File: src/hdl/ncs_pkg.sv
// ncs_pkg: shared types, codes and the microcode ROM of the NAND command sequencer.
// Depends on nothing; used by every module in the hdl folder.
package ncs_pkg;

    // request codes
    localparam logic [2:0] CMD_RESET     = 3'd0;
    localparam logic [2:0] CMD_READ_ID   = 3'd1;
    localparam logic [2:0] CMD_READ_PG   = 3'd2;
    localparam logic [2:0] CMD_READ_SP   = 3'd3;
    localparam logic [2:0] CMD_BLK_ERASE = 3'd4;
    localparam logic [2:0] CMD_PROG_SET  = 3'd5;
    localparam logic [2:0] CMD_PROG_CNF  = 3'd6;
    localparam logic [2:0] CMD_STATUS    = 3'd7;

    // bus cycle kinds
    localparam logic [1:0] KIND_CMD  = 2'd0;
    localparam logic [1:0] KIND_ADDR = 2'd1;
    localparam logic [1:0] KIND_WAIT = 2'd2;

    // byte sources of the datapath
    localparam logic [1:0] SRC_CONST  = 2'd0;
    localparam logic [1:0] SRC_ROW    = 2'd1;
    localparam logic [1:0] SRC_COL_LO = 2'd2;
    localparam logic [1:0] SRC_COL_HI = 2'd3;

    // configuration register indexes
    localparam logic [1:0] CFG_PAGE_BYTES = 2'd0;
    localparam logic [1:0] CFG_BUS_16BIT  = 2'd1;
    localparam logic [1:0] CFG_ROW_CYCLES = 2'd2;

    localparam logic [13:0] SMALL_PAGE_BYTES = 14'd512;
    localparam logic [2:0]  MAX_ROWS         = 3'd4;

    // NAND opcodes
    localparam logic [7:0] OP_READ0   = 8'h00;
    localparam logic [7:0] OP_READ_SP = 8'h50;
    localparam logic [7:0] OP_ERASE1  = 8'h60;
    localparam logic [7:0] OP_ERASE2  = 8'hD0;
    localparam logic [7:0] OP_STATUS  = 8'h70;
    localparam logic [7:0] OP_READ2   = 8'h30;
    localparam logic [7:0] OP_PROG1   = 8'h80;
    localparam logic [7:0] OP_PROG2   = 8'h10;
    localparam logic [7:0] OP_READ_ID = 8'h90;
    localparam logic [7:0] OP_RESET   = 8'hFF;

    localparam int UPC_W = 6;

    // one control word
    typedef struct packed {
        logic [1:0] kind;
        logic [1:0] src;
        logic [7:0] data;
        logic       last_norows; // final cycle when no row bytes follow
        logic       fin;         // program ends after this word
    } ucode_t;

    // sequencer to datapath
    typedef struct packed {
        logic       emit;
        logic [1:0] kind;
        logic [1:0] src;
        logic [7:0] data;
        logic       last;
        logic [1:0] ridx;
    } ctl_t;

    // decoded configuration
    typedef struct packed {
        logic        small_pg;
        logic [2:0]  nrows;
        logic [13:0] col;
    } cfg_t;

    function automatic ucode_t mk(input logic [1:0] kind, input logic [1:0] src,
                                  input logic [7:0] data, input logic lnr,
                                  input logic fin);
        ucode_t w;
        w.kind        = kind;
        w.src         = src;
        w.data        = data;
        w.last_norows = lnr;
        w.fin         = fin;
        return w;
    endfunction

    function automatic ucode_t ucode_rom(input logic [UPC_W-1:0] addr);
        ucode_t w;
        case (addr)
            // reset
            6'd0:  w = mk(KIND_CMD,  SRC_CONST,  OP_RESET,   1'b0, 1'b0);
            6'd1:  w = mk(KIND_WAIT, SRC_CONST,  8'h00,      1'b0, 1'b1);
            // read id
            6'd2:  w = mk(KIND_CMD,  SRC_CONST,  OP_READ_ID, 1'b0, 1'b0);
            6'd3:  w = mk(KIND_ADDR, SRC_CONST,  8'h00,      1'b0, 1'b1);
            // read page, small
            6'd4:  w = mk(KIND_CMD,  SRC_CONST,  OP_READ0,   1'b0, 1'b0);
            6'd5:  w = mk(KIND_ADDR, SRC_CONST,  8'h00,      1'b0, 1'b0);
            6'd6:  w = mk(KIND_ADDR, SRC_ROW,    8'h00,      1'b0, 1'b0);
            6'd7:  w = mk(KIND_WAIT, SRC_CONST,  8'h00,      1'b0, 1'b1);
            // read page, large
            6'd8:  w = mk(KIND_CMD,  SRC_CONST,  OP_READ0,   1'b0, 1'b0);
            6'd9:  w = mk(KIND_ADDR, SRC_CONST,  8'h00,      1'b0, 1'b0);
            6'd10: w = mk(KIND_ADDR, SRC_CONST,  8'h00,      1'b0, 1'b0);
            6'd11: w = mk(KIND_ADDR, SRC_ROW,    8'h00,      1'b0, 1'b0);
            6'd12: w = mk(KIND_CMD,  SRC_CONST,  OP_READ2,   1'b0, 1'b0);
            6'd13: w = mk(KIND_WAIT, SRC_CONST,  8'h00,      1'b0, 1'b1);
            // read spare, small
            6'd14: w = mk(KIND_CMD,  SRC_CONST,  OP_READ_SP, 1'b0, 1'b0);
            6'd15: w = mk(KIND_ADDR, SRC_CONST,  8'h00,      1'b0, 1'b0);
            6'd16: w = mk(KIND_ADDR, SRC_ROW,    8'h00,      1'b0, 1'b0);
            6'd17: w = mk(KIND_WAIT, SRC_CONST,  8'h00,      1'b0, 1'b1);
            // read spare, large
            6'd18: w = mk(KIND_CMD,  SRC_CONST,  OP_READ0,   1'b0, 1'b0);
            6'd19: w = mk(KIND_ADDR, SRC_COL_LO, 8'h00,      1'b0, 1'b0);
            6'd20: w = mk(KIND_ADDR, SRC_COL_HI, 8'h00,      1'b0, 1'b0);
            6'd21: w = mk(KIND_ADDR, SRC_ROW,    8'h00,      1'b0, 1'b0);
            6'd22: w = mk(KIND_CMD,  SRC_CONST,  OP_READ2,   1'b0, 1'b0);
            6'd23: w = mk(KIND_WAIT, SRC_CONST,  8'h00,      1'b0, 1'b1);
            // erase
            6'd24: w = mk(KIND_CMD,  SRC_CONST,  OP_ERASE1,  1'b0, 1'b0);
            6'd25: w = mk(KIND_ADDR, SRC_ROW,    8'h00,      1'b0, 1'b0);
            6'd26: w = mk(KIND_CMD,  SRC_CONST,  OP_ERASE2,  1'b0, 1'b0);
            6'd27: w = mk(KIND_WAIT, SRC_CONST,  8'h00,      1'b0, 1'b0);
            6'd28: w = mk(KIND_CMD,  SRC_CONST,  OP_STATUS,  1'b0, 1'b1);
            // program setup, small
            6'd29: w = mk(KIND_CMD,  SRC_CONST,  OP_READ0,   1'b0, 1'b0);
            6'd30: w = mk(KIND_CMD,  SRC_CONST,  OP_PROG1,   1'b0, 1'b0);
            6'd31: w = mk(KIND_ADDR, SRC_CONST,  8'h00,      1'b1, 1'b0);
            6'd32: w = mk(KIND_ADDR, SRC_ROW,    8'h00,      1'b0, 1'b1);
            // program setup, large
            6'd33: w = mk(KIND_CMD,  SRC_CONST,  OP_PROG1,   1'b0, 1'b0);
            6'd34: w = mk(KIND_ADDR, SRC_CONST,  8'h00,      1'b0, 1'b0);
            6'd35: w = mk(KIND_ADDR, SRC_CONST,  8'h00,      1'b1, 1'b0);
            6'd36: w = mk(KIND_ADDR, SRC_ROW,    8'h00,      1'b0, 1'b1);
            // program confirm
            6'd37: w = mk(KIND_CMD,  SRC_CONST,  OP_PROG2,   1'b0, 1'b0);
            6'd38: w = mk(KIND_WAIT, SRC_CONST,  8'h00,      1'b0, 1'b0);
            6'd39: w = mk(KIND_CMD,  SRC_CONST,  OP_STATUS,  1'b0, 1'b1);
            // read status
            default: w = mk(KIND_CMD, SRC_CONST, OP_STATUS,  1'b0, 1'b1);
        endcase
        return w;
    endfunction

    // entry point of each program
    function automatic logic [UPC_W-1:0] ucode_entry(input logic [2:0] cmd,
                                                     input logic small_pg);
        logic [UPC_W-1:0] a;
        case (cmd)
            CMD_RESET:     a = 6'd0;
            CMD_READ_ID:   a = 6'd2;
            CMD_READ_PG:   a = small_pg ? 6'd4 : 6'd8;
            CMD_READ_SP:   a = small_pg ? 6'd14 : 6'd18;
            CMD_BLK_ERASE: a = 6'd24;
            CMD_PROG_SET:  a = small_pg ? 6'd29 : 6'd33;
            CMD_PROG_CNF:  a = 6'd37;
            default:       a = 6'd40;
        endcase
        return a;
    endfunction

endpackage

File: src/hdl/ncs_cfg.sv
// ncs_cfg: configuration registers and their decoded form.
// Depends on ncs_pkg.
module ncs_cfg (
    input  logic                clk,
    input  logic                rst_n,
    input  logic                cfg_valid,
    output logic                cfg_ready,
    input  logic [1:0]          cfg_index,
    input  logic [13:0]         cfg_data,
    output ncs_pkg::cfg_t       cfg
);

    logic [13:0] page_bytes_reg;
    logic        bus_16bit_reg;
    logic [2:0]  row_cycles_reg;
    logic [13:0] half_col;

    assign cfg_ready = 1'b1;

    always_ff @(posedge clk or negedge rst_n)
    begin
        if (!rst_n)
        begin
            page_bytes_reg <= ncs_pkg::SMALL_PAGE_BYTES;
            bus_16bit_reg  <= 1'b0;
            row_cycles_reg <= 3'd2;
        end
        else if (cfg_valid && cfg_ready)
        begin
            case (cfg_index)
                ncs_pkg::CFG_PAGE_BYTES: page_bytes_reg <= cfg_data;
                ncs_pkg::CFG_BUS_16BIT:  bus_16bit_reg  <= cfg_data[0];
                ncs_pkg::CFG_ROW_CYCLES: row_cycles_reg <= cfg_data[2:0];
                default: ; // drop writes past the last register
            endcase
        end
    end

    assign half_col     = {1'b0, page_bytes_reg[13:1]};
    assign cfg.small_pg = (page_bytes_reg == ncs_pkg::SMALL_PAGE_BYTES);
    assign cfg.nrows    = (row_cycles_reg > ncs_pkg::MAX_ROWS) ? ncs_pkg::MAX_ROWS
                                                               : row_cycles_reg;
    assign cfg.col      = bus_16bit_reg ? half_col : page_bytes_reg;

endmodule

File: src/hdl/ncs_seq.sv
// ncs_seq: microcode sequencer: step counter, row loop counter, ROM fetch.
// Depends on ncs_pkg.
module ncs_seq (
    input  logic                clk,
    input  logic                rst_n,
    input  logic                in_valid,
    output logic                in_stall,
    input  logic [2:0]          cmd,
    input  logic [31:0]         page,
    input  ncs_pkg::cfg_t       cfg,
    input  logic                slot_free,
    output ncs_pkg::ctl_t       ctl,
    output logic [31:0]         page_q
);

    logic                       busy_reg, busy_next;
    logic [ncs_pkg::UPC_W-1:0]  upc_reg, upc_next;
    logic [1:0]                 ridx_reg, ridx_next;
    logic [31:0]                page_reg;
    ncs_pkg::ucode_t            word;
    logic                       is_row;
    logic                       last_row;
    logic                       advance;
    logic                       accept;

    assign word     = ncs_pkg::ucode_rom(upc_reg);
    assign is_row   = (word.src == ncs_pkg::SRC_ROW);
    assign last_row = ({1'b0, ridx_reg} + 3'd1 == cfg.nrows);
    assign accept   = in_valid && !busy_reg;
    assign in_stall = busy_reg;
    assign page_q   = page_reg;

    assign ctl.emit = busy_reg && !(is_row && (cfg.nrows == 3'd0));
    assign ctl.kind = word.kind;
    assign ctl.src  = word.src;
    assign ctl.data = word.data;
    assign ctl.ridx = ridx_reg;
    assign ctl.last = (word.fin && (!is_row || last_row))
                   || (word.last_norows && (cfg.nrows == 3'd0));

    // a skipped row word advances without output and does not wait for a free slot
    assign advance  = busy_reg && (!ctl.emit || slot_free);

    always_comb
    begin
        busy_next = busy_reg;
        upc_next  = upc_reg;
        ridx_next = ridx_reg;
        if (accept)
        begin
            busy_next = 1'b1;
            upc_next  = ncs_pkg::ucode_entry(cmd, cfg.small_pg);
            ridx_next = 2'd0;
        end
        else if (advance)
        begin
            if (ctl.emit && is_row && !last_row)
            begin
                // loop on the row word
                ridx_next = ridx_reg + 2'd1;
            end
            else
            begin
                upc_next  = upc_reg + 6'd1;
                ridx_next = 2'd0;
                if (word.fin)
                    busy_next = 1'b0;
            end
        end
    end

    always_ff @(posedge clk or negedge rst_n)
    begin
        if (!rst_n)
        begin
            busy_reg <= 1'b0;
            upc_reg  <= '0;
            ridx_reg <= 2'd0;
        end
        else
        begin
            busy_reg <= busy_next;
            upc_reg  <= upc_next;
            ridx_reg <= ridx_next;
        end
    end

    always_ff @(posedge clk)
    begin
        if (accept)
            page_reg <= page;
    end

endmodule

File: src/hdl/ncs_datapath.sv
// ncs_datapath: byte selection and the output register of the bus cycle stream.
// Depends on ncs_pkg.
module ncs_datapath (
    input  logic                clk,
    input  logic                rst_n,
    input  ncs_pkg::ctl_t       ctl,
    input  ncs_pkg::cfg_t       cfg,
    input  logic [31:0]         page_q,
    output logic                slot_free,
    output logic                out_valid,
    input  logic                out_stall,
    output logic [1:0]          kind,
    output logic [7:0]          value,
    output logic                last
);

    logic        out_valid_reg;
    logic [1:0]  kind_reg;
    logic [7:0]  value_reg;
    logic        last_reg;
    logic [7:0]  sel_byte;

    assign slot_free = !out_valid_reg || !out_stall;

    always_comb
    begin
        case (ctl.src)
            ncs_pkg::SRC_ROW:    sel_byte = page_q[8*ctl.ridx +: 8];
            ncs_pkg::SRC_COL_LO: sel_byte = cfg.col[7:0];
            ncs_pkg::SRC_COL_HI: sel_byte = {2'b00, cfg.col[13:8]};
            default:             sel_byte = ctl.data;
        endcase
    end

    always_ff @(posedge clk or negedge rst_n)
    begin
        if (!rst_n)
            out_valid_reg <= 1'b0;
        else if (slot_free)
            out_valid_reg <= ctl.emit;
    end

    always_ff @(posedge clk)
    begin
        if (slot_free && ctl.emit)
        begin
            kind_reg  <= ctl.kind;
            value_reg <= sel_byte;
            last_reg  <= ctl.last;
        end
    end

    assign out_valid = out_valid_reg;
    assign kind      = kind_reg;
    assign value     = value_reg;
    assign last      = last_reg;

endmodule

File: src/hdl/nand_command_sequencer_core.sv
// NAND command sequencer: one request in, its run of command/address/wait cycles out.
// The first bus cycle of a request passes the step counter register, then the output register.
// Throughput: one bus cycle per clock while out_stall is low, with no output for a skipped row
// word; a request holds the input until the microcode step counter has run its whole program.
// Reset (rst_n, async, active low) clears the sequencer and output valid and loads
// page_bytes 512, bus_16bit 0, row_cycles 2.
module nand_command_sequencer_core (
    input  logic        clk,
    input  logic        rst_n,
    input  logic        in_valid,
    output logic        in_stall,
    input  logic [2:0]  cmd,
    input  logic [31:0] page,
    output logic        out_valid,
    input  logic        out_stall,
    output logic [1:0]  kind,
    output logic [7:0]  value,
    output logic        last,
    input  logic        cfg_valid,
    output logic        cfg_ready,
    input  logic [1:0]  cfg_index,
    input  logic [13:0] cfg_data
);

    ncs_pkg::cfg_t cfg;
    ncs_pkg::ctl_t ctl;
    logic          slot_free;
    logic [31:0]   page_q;

    ncs_cfg u_cfg (
        .clk       (clk),
        .rst_n     (rst_n),
        .cfg_valid (cfg_valid),
        .cfg_ready (cfg_ready),
        .cfg_index (cfg_index),
        .cfg_data  (cfg_data),
        .cfg       (cfg)
    );

    ncs_seq u_seq (
        .clk       (clk),
        .rst_n     (rst_n),
        .in_valid  (in_valid),
        .in_stall  (in_stall),
        .cmd       (cmd),
        .page      (page),
        .cfg       (cfg),
        .slot_free (slot_free),
        .ctl       (ctl),
        .page_q    (page_q)
    );

    ncs_datapath u_dp (
        .clk       (clk),
        .rst_n     (rst_n),
        .ctl       (ctl),
        .cfg       (cfg),
        .page_q    (page_q),
        .slot_free (slot_free),
        .out_valid (out_valid),
        .out_stall (out_stall),
        .kind      (kind),
        .value     (value),
        .last      (last)
    );

endmodule

File: config.mk
export PLATFORM = sky130hd
export DESIGN_NAME = nand_command_sequencer_core
export DESIGN_NICKNAME = d
export VERILOG_FILES = /design/src/hdl/ncs_pkg.sv /design/src/hdl/ncs_cfg.sv /design/src/hdl/ncs_seq.sv /design/src/hdl/ncs_datapath.sv /design/src/hdl/nand_command_sequencer_core.sv
export SDC_FILE = /design/constraint.sdc
export NUM_CORES = 1
export LEC_CHECK = 0
export CAP_MARGIN = 20
export CORE_UTILIZATION = 48
export DETAILED_ROUTE_END_ITERATION = 8
export DONT_BUFFER_PORTS = 1
export MAX_ROUTING_LAYER = met4
export PLACE_DENSITY = 0.68
export SETUP_SLACK_MARGIN = 0.5
export SYNTH_ARGS = -nofsm -noshare
export SYNTH_HDL_FRONTEND = slang
export SYNTH_SLANG_ARGS = --single-unit
File: constraint.sdc
create_clock -name clk -period 8.7 [get_ports clk]
set_clock_uncertainty 0.15 [all_clocks]
set_input_delay 0.435 -clock clk [delete_from_list [all_inputs] [get_ports clk]]
set_output_delay 0.435 -clock clk [all_outputs]
set_load 0.02 [all_outputs]
== Yosys cells after proc, flatten, opt, wreduce, memory -nomap -nowiden ==
Memory sizes are Yosys's and may differ from the RTL's.
Cells that the tools add are included.

* Add/subtract/negate cells: 3
* Mux-type cells: 17
* Magnitude comparators: 1
* Shifts and indexed selects: 1
* Eq/ne operators: 14
* Reduce and logical (&&, ||, !) cells: 30

{| class="wikitable"
|+ Operators with widths
! cell !! count
|-
| $pmux W6 S7 || 1
|-
| $shiftx A32 B6 Y8 || 1
|-
| $mux W6 || 4
|-
| $pmux W8 S3 || 1
|-
| $eq A14 B10 Y1 const B || 1
|-
| $mux W14 || 1
|-
| $eq A3 B3 Y1 const B || 3
|-
| $logic_and A1 B1 Y1 || 9
|-
| $reduce_and A2 Y1 || 4
|-
| $logic_not A1 Y1 || 7
|-
| $add A6 B1 Y6 const B || 1
|-
| $eq A2 B2 Y1 const B || 3
|-
| $eq A3 B2 Y1 const B || 2
|-
| $logic_not A3 Y1 || 2
|-
| $mux W2 || 3
|-
| $mux W5 || 1
|-
| $eq A2 B1 Y1 const B || 2
|-
| $logic_or A1 B1 Y1 || 4
|-
| $mux W1 || 4
|-
| $mux W4 || 1
|-
| $reduce_bool A2 Y1 || 2
|-
| $add A2 B1 Y3 const B || 1
|-
| $eq A3 B1 Y1 const B || 1
|-
| $eq A3 B3 Y1 || 1
|-
| other kinds (6) || 6
|}

* Output and inout port bits: 14
* Memories kept: 1
* Bits of input ports: 56
* Logic and storage cells: 78
* Bits in registers: 71
* Memory bits (read-only): 896

{| class="wikitable"
|+ Memory list
! memory !! depth !! width !! rd ports !! clocked after memory_dff !! wr ports !! RTL line !! RTL
|-
| (name not given) || 64 || 14 || 1 || 0 || 0 || ncs_pkg.sv:88 || <nowiki>case (addr)</nowiki>
|}

== Longest topological paths before layout ==
* Depth after elaboration: 11
* Gate-level depth with buffers: 10
* Depth with buffers taken out: 8

== Hierarchy ==
Synthesis repeated with hierarchy kept, for this count alone.

* Cell total of the unflattened synthesis: 314
* Area, all modules: 3956.3 µm²

{| class="wikitable"
|+ Modules (own cells, without submodules)
! module !! seq. area each (µm²) !! cells an instance !! times used !! area each (µm²)
|-
| ncs_seq || 1186.1 || 210 || 1 || 2270.9
|-
| ncs_cfg || 452.9 || 66 || 1 || 924.6
|-
| ncs_datapath || 355.3 || 38 || 1 || 760.7
|}

== Least setup slack after synthesis ==
No wires, ideal clock.

* Kind: reg2reg
* From: reg u_seq.upc_reg[0] (netlist bit)
* To: reg u_dp.kind_reg[0], in the netlist u_dp.kind[0], enable pin
* Setup time: 0.382 ns
* Path buffers: 1
* Data arrival time: 2.477 ns
* Required time: 8.168 ns
* Stages on the path, launching flop included: 9
* Setup slack: 5.691 ns
* Cells stage by stage: dfrtp_1 > ha_1 > ha_1 > a211oi_1 > o21ai_1 > nand3_4 > clkbuf_1 > o31ai_1 > a21oi_1

* Longest elaborated chain between the ends: 6

{| class="wikitable"
|+ Ends and longest elaborated chain
! what !! RTL line !! RTL
|-
| start: declaration || ncs_seq.sv:17 || <nowiki>logic [ncs_pkg::UPC_W-1:0] upc_reg, upc_next;</nowiki>
|-
| start signal: assignment || ncs_seq.sv:83 || <nowiki>upc_reg <= upc_next;</nowiki>
|-
| $mem_v2 Z64 W14 || - ||
|-
| $eq A2 B1 Y1 || ncs_seq.sv:27 || <nowiki>assign is_row = (word.src == ncs_pkg::SRC_ROW);</nowiki>
|-
| $logic_and A1 B1 Y1 || ncs_seq.sv:33 || <nowiki>assign ctl.emit = busy_reg && !(is_row && (cfg.nrows == 3'd0));</nowiki>
|-
| $logic_not A1 Y1 || ncs_seq.sv:33 ||
|-
| $logic_and A1 B1 Y1 || ncs_seq.sv:33 ||
|-
| $logic_and A1 B1 Y1 || ncs_datapath.sv:45 || <nowiki>if (slot_free && ctl.emit)</nowiki>
|-
| end signal: assignment || ncs_datapath.sv:47 || <nowiki>kind_reg <= ctl.kind;</nowiki>
|-
| end: declaration || ncs_datapath.sv:18 || <nowiki>logic [1:0] kind_reg;</nowiki>
|}

No other way between the ends.
A chain may end at the register's enable or synchronous reset.

== Final worst setup path ==
* From: reg u_seq.upc_reg[2] (netlist bit)
* To: reg u_dp.value_reg[0], in the netlist u_dp.value[0] (data pin)

* Longest elaborated chain between the ends: 3
* Elaborated cells between the ends (all ways): 5

{| class="wikitable"
|+ Ends and longest elaborated chain
! what !! RTL line !! RTL
|-
| $mem_v2 Z64 W14 * || - ||
|-
| $eq A2 B2 Y1 / $eq A2 B1 Y1 (equally long branches) || ncs_datapath.sv:27 || <nowiki>case (ctl.src)</nowiki>
|-
| $pmux W8 S3 * || ncs_datapath.sv:27 ||
|-
| named net u_dp.sel_byte[0] || ncs_datapath.sv:21 || <nowiki>logic [7:0] sel_byte;</nowiki>
|-
| end signal: assignment || ncs_datapath.sv:48 || <nowiki>value_reg <= sel_byte;</nowiki>
|-
| end: declaration || ncs_datapath.sv:19 || <nowiki>logic [7:0] value_reg;</nowiki>
|}

Mark *: on every way through the listed nets, which the timed path passes. The rest lies on a longest branch.

==> impl_metrics.py <==
metrics = {
    "yosys": {
        "ys_seq_area_share_pct": 52.4,
        "synth_top_family_by_area": "multiplexers",
        "netlist.area_leader.share_pct": 33.9,
        "synthAdderAreaFrac_pct": 2.63,
        "synth-simple-area-share_pct": 10.1,
        "synth_area_sq_mm": 0.00381,
        "ys_types": 54,
        "syn-num-nets": 367,
        "synth.avg_cell_area_sq_um": 12.6,
        "synth_edf_count": 43,
        "synth_area_leaders": "edfxtp_1, dfrtp_1, mux4_2, mux2_2, a21oi_1",
        "synthesis.instances": 303,
        "synth_xor_area_share_pct": 1.15,
        "yosysTopAreaCell": "edfxtp_1",
        "async_reset_ff_share_pct": 39.4,
        "synth_ff_type": "edfxtp_1",
        "synth_seq_cells": 71,
        "yosys_warnings": 0,
        "muxShareOfSynthArea_pct": 15.4,
        "synth_compound_area_share_pct": 15.3,
    },
    "place": {
        "dp.cells": 389,
        "portBuffers": 0,
        "place_congestion": 0.915,
        "postPlaceCellArea_sq_mm": 0.00387,
        "dp.final_hpwl_microns": 5750,
        "pre_cts_ws_ns": 5.21,
    },
    "power": {
        "power_density_mw_per_mm2": 376,
        "fin_total_pwr_uw": 1550,
        "peakVddDrop_uv": 166,
        "power_leakage_uw": 0.00148,
    },
    "critical_path": {
        "rr_endpoint": "u_dp.value[0]",
        "r2r_slack_ns": 5.57,
        "cp-end-kind": "flip-flop",
        "cp.arrival_ns": 3.08,
        "critical_path_class": "flip-flop to flip-flop",
        "required_ns": 8.64,
        "reg2reg_from": "u_seq.upc_reg[2]",
        "start_kind": "flip-flop",
        "worst-r2r-cell-count": 7,
        "path_max_fanout": 22,
    },
    "global_routing": {
        "antenna_found_initial": 0,
        "grt_pass1_wl_microns": 12300,
        "overflow": 0,
        "grt_pass1_vias": 2398,
        "grt-busiest-layer": "met2",
        "met3_usage_pct": 5.70,
        "use_met2_pct": 30.1,
        "track_usage_pct": 20.0,
        "grt_use_met1_pct": 25.5,
        "grt_start_max_net_pins": 35,
    },
    "timing": {
        "period_share_pct": 36.0,
        "fmax_ghz": 0.319,
        "layout_min_cycle_time_ns": 3.13,
        "slew_viol_final": 0,
        "relSlewSlack_pct": 31.8,
        "worst_pin_slew_ns": 1.02,
        "finalHoldViolations": 0,
        "finalSetupTns_ns": 0,
        "rsz0062_at_grt": "no",
        "setup_violations": 0,
        "fin_ws_ns": 5.57,
    },
    "cells_and_area": {
        "design_area_sq_mm": 0.00413,
        "fin_nets": 365,
        "n_antenna_cell": 0,
        "synthToLayoutAreaGrowth_pct": 8.58,
        "largest_reg_flops": 32,
        "drive_above_1_share_pct": 20.6,
        "post_layout_nonfiller_instances": 408,
    },
    "route": {
        "drc": 0,
        "routedWlPerCell_microns": 19.2,
        "first_pass_iters": 5,
        "ant_nets": 0,
        "routed_wl_microns": 7810,
        "drt-initial-drc-count": 182,
        "via_per_inst": 6.21,
        "num_vias": 2535,
    },
    "die": {
        "die_width_microns": 91.1,
        "die_h_microns": 91.1,
        "ios": 70,
        "core_sq_mm": 0.00769,
        "die-area_sq_mm": 0.00829,
        "row_count": 32,
        "initial_core_util_pct": 49.5,
    },
    "hold_path": {
        "hold_end": "u_seq.page_q[16]",
        "min_from": "page[16]",
        "hp-class": "input pin to flip-flop",
        "hold_depth": 0,
    },
    "job": {
        "drv_cap": 0,
    },
    "clocking": {
        "numCtsBuffers": 9,
        "clock-root-buffer": "clkbuf_8",
        "clkSlewWorstSetupHoldPaths_ns": 0.09,
        "cts-resized-gates": 0,
        "insertion_delay_ns": 0.35,
        "cts_tree": "done",
        "cts_htree_levels": 3,
        "cts_max_path_buffers": 2,
        "clock-sinks": 71,
    },
    "outcome": {
        "outcome": "completed",
    },
}
==> layout make-up <==
| type | count | area [sq um] |
|---|---|---|
| timing repair buffer | 5 | 52.6 |
| inverter | 8 | 30.0 |
| multi-input combinational | 206 | 1710 |
| fill | 667 | 3550 |
| clock buffer | 10 | 149 |
| tap | 102 | 128 |
| clock inverter | 6 | 73.8 |
| sequential | 71 | 1990 |
==> cell usage in the layout (no fill, tap or decap), types with 3 or more instances in the layout <==
cell       synthesis  routed
a221oi_1           4       4
nand2_1           19      19
o2bb2ai_1          3       3
nor3b_1            4       3
nor3_1             5       5
mux2i_1            7       7
o221ai_1           3       3
mux2_2            20      20
nor2b_1            3       3
mux4_2            13      13
o21ai_0           12      12
a31oi_1            9       9
clkinv_4           0       3
nand3_1            5       5
nand3b_1           3       3
a21oi_1           22      22
buf_4              2       3
ha_1               8       8
clkbuf_8           0       9
edfxtp_1          43      43
xor2_1             4       4
inv_1              8       8
a221o_1            4       4
o22ai_1            5       5
dfrtp_1           26      26
nor2_1            13      13
nand2b_1           9       9
==> synth_stat cells, types with 9 or more instances <==
master / number
edfxtp_1: 43
dfrtp_1: 26
a21oi_1: 22
mux2_2: 20
nand2_1: 19
mux4_2: 13
nor2_1: 13
o21ai_0: 12
clkbuf_1: 10
a31oi_1: 9
nand2b_1: 9
==> critical path, cell delays in order, from the launching register on <==
cell	delay [ns]
dfrtp_1	0.79
inv_1	0.27
ha_1	0.31
a211oi_1	0.23
o21ai_1	0.15
nand3_4	0.25
mux4_2	0.34
a221o_1	0.38
==> cell families (layout without fill, tap and decap cells) <==
family | Yosys count | after routing
adders and majority gates | 8 | 8
muxes | 40 | 40
other | 1 | 1
and+or+nand+nor | 72 | 72
xor gates and xnor gates | 5 | 5
AOI/OAI and AO/OA | 80 | 80
DFF | 71 | 71
buffers and inverters | 26 | 29
==> worst max-delay path by stage <==
stage | start | end | slack, ns | depth (start not counted)
finish | u_seq.upc_reg[2] | u_dp.value[0] | 5.57 | 7
global route | u_seq.upc_reg[2] | u_dp.value[0] | 5.42 | 7
CTS | u_seq.upc_reg[2] | u_dp.value[2] | 5.15 | 7
detailed placement | u_seq.upc_reg[2] | u_dp.last | 5.21 | 7
global placement | u_seq.upc_reg[2] | u_dp.kind[0] | 5.34 | 7
floorplan | u_seq.upc_reg[0] | u_dp.kind[0] | 5.69 | 8
==> per-stage QoR <==
stage	hold slack, ns	util, %
finish	0.0316	53.8
global route	0.00368	53.8
CTS	0.0159	53.7
detailed placement	-0.0102	50.4
global placement	-0.0101	50.4
floorplan	-0.0106	-
==> power breakdown <==
group          leakage, uW  internal (uW)  switching (uW)
clock             0.000113            153             132
sequential        0.000736            484             166
combinational     0.000635            279             341
==> per-layer routing <==
layer	vias up	wire, microns
met5	-	0
met4	0	158
met3	12	530
met2	133	3750
met1	1216	3380
li1	1174	-
==> repair_timing <==
item,in CTS,in global routing
hold buffers,2,0
hold endpoints to repair,28,0
setup buffers,0,0
Power figures use the tool's default switching activity.
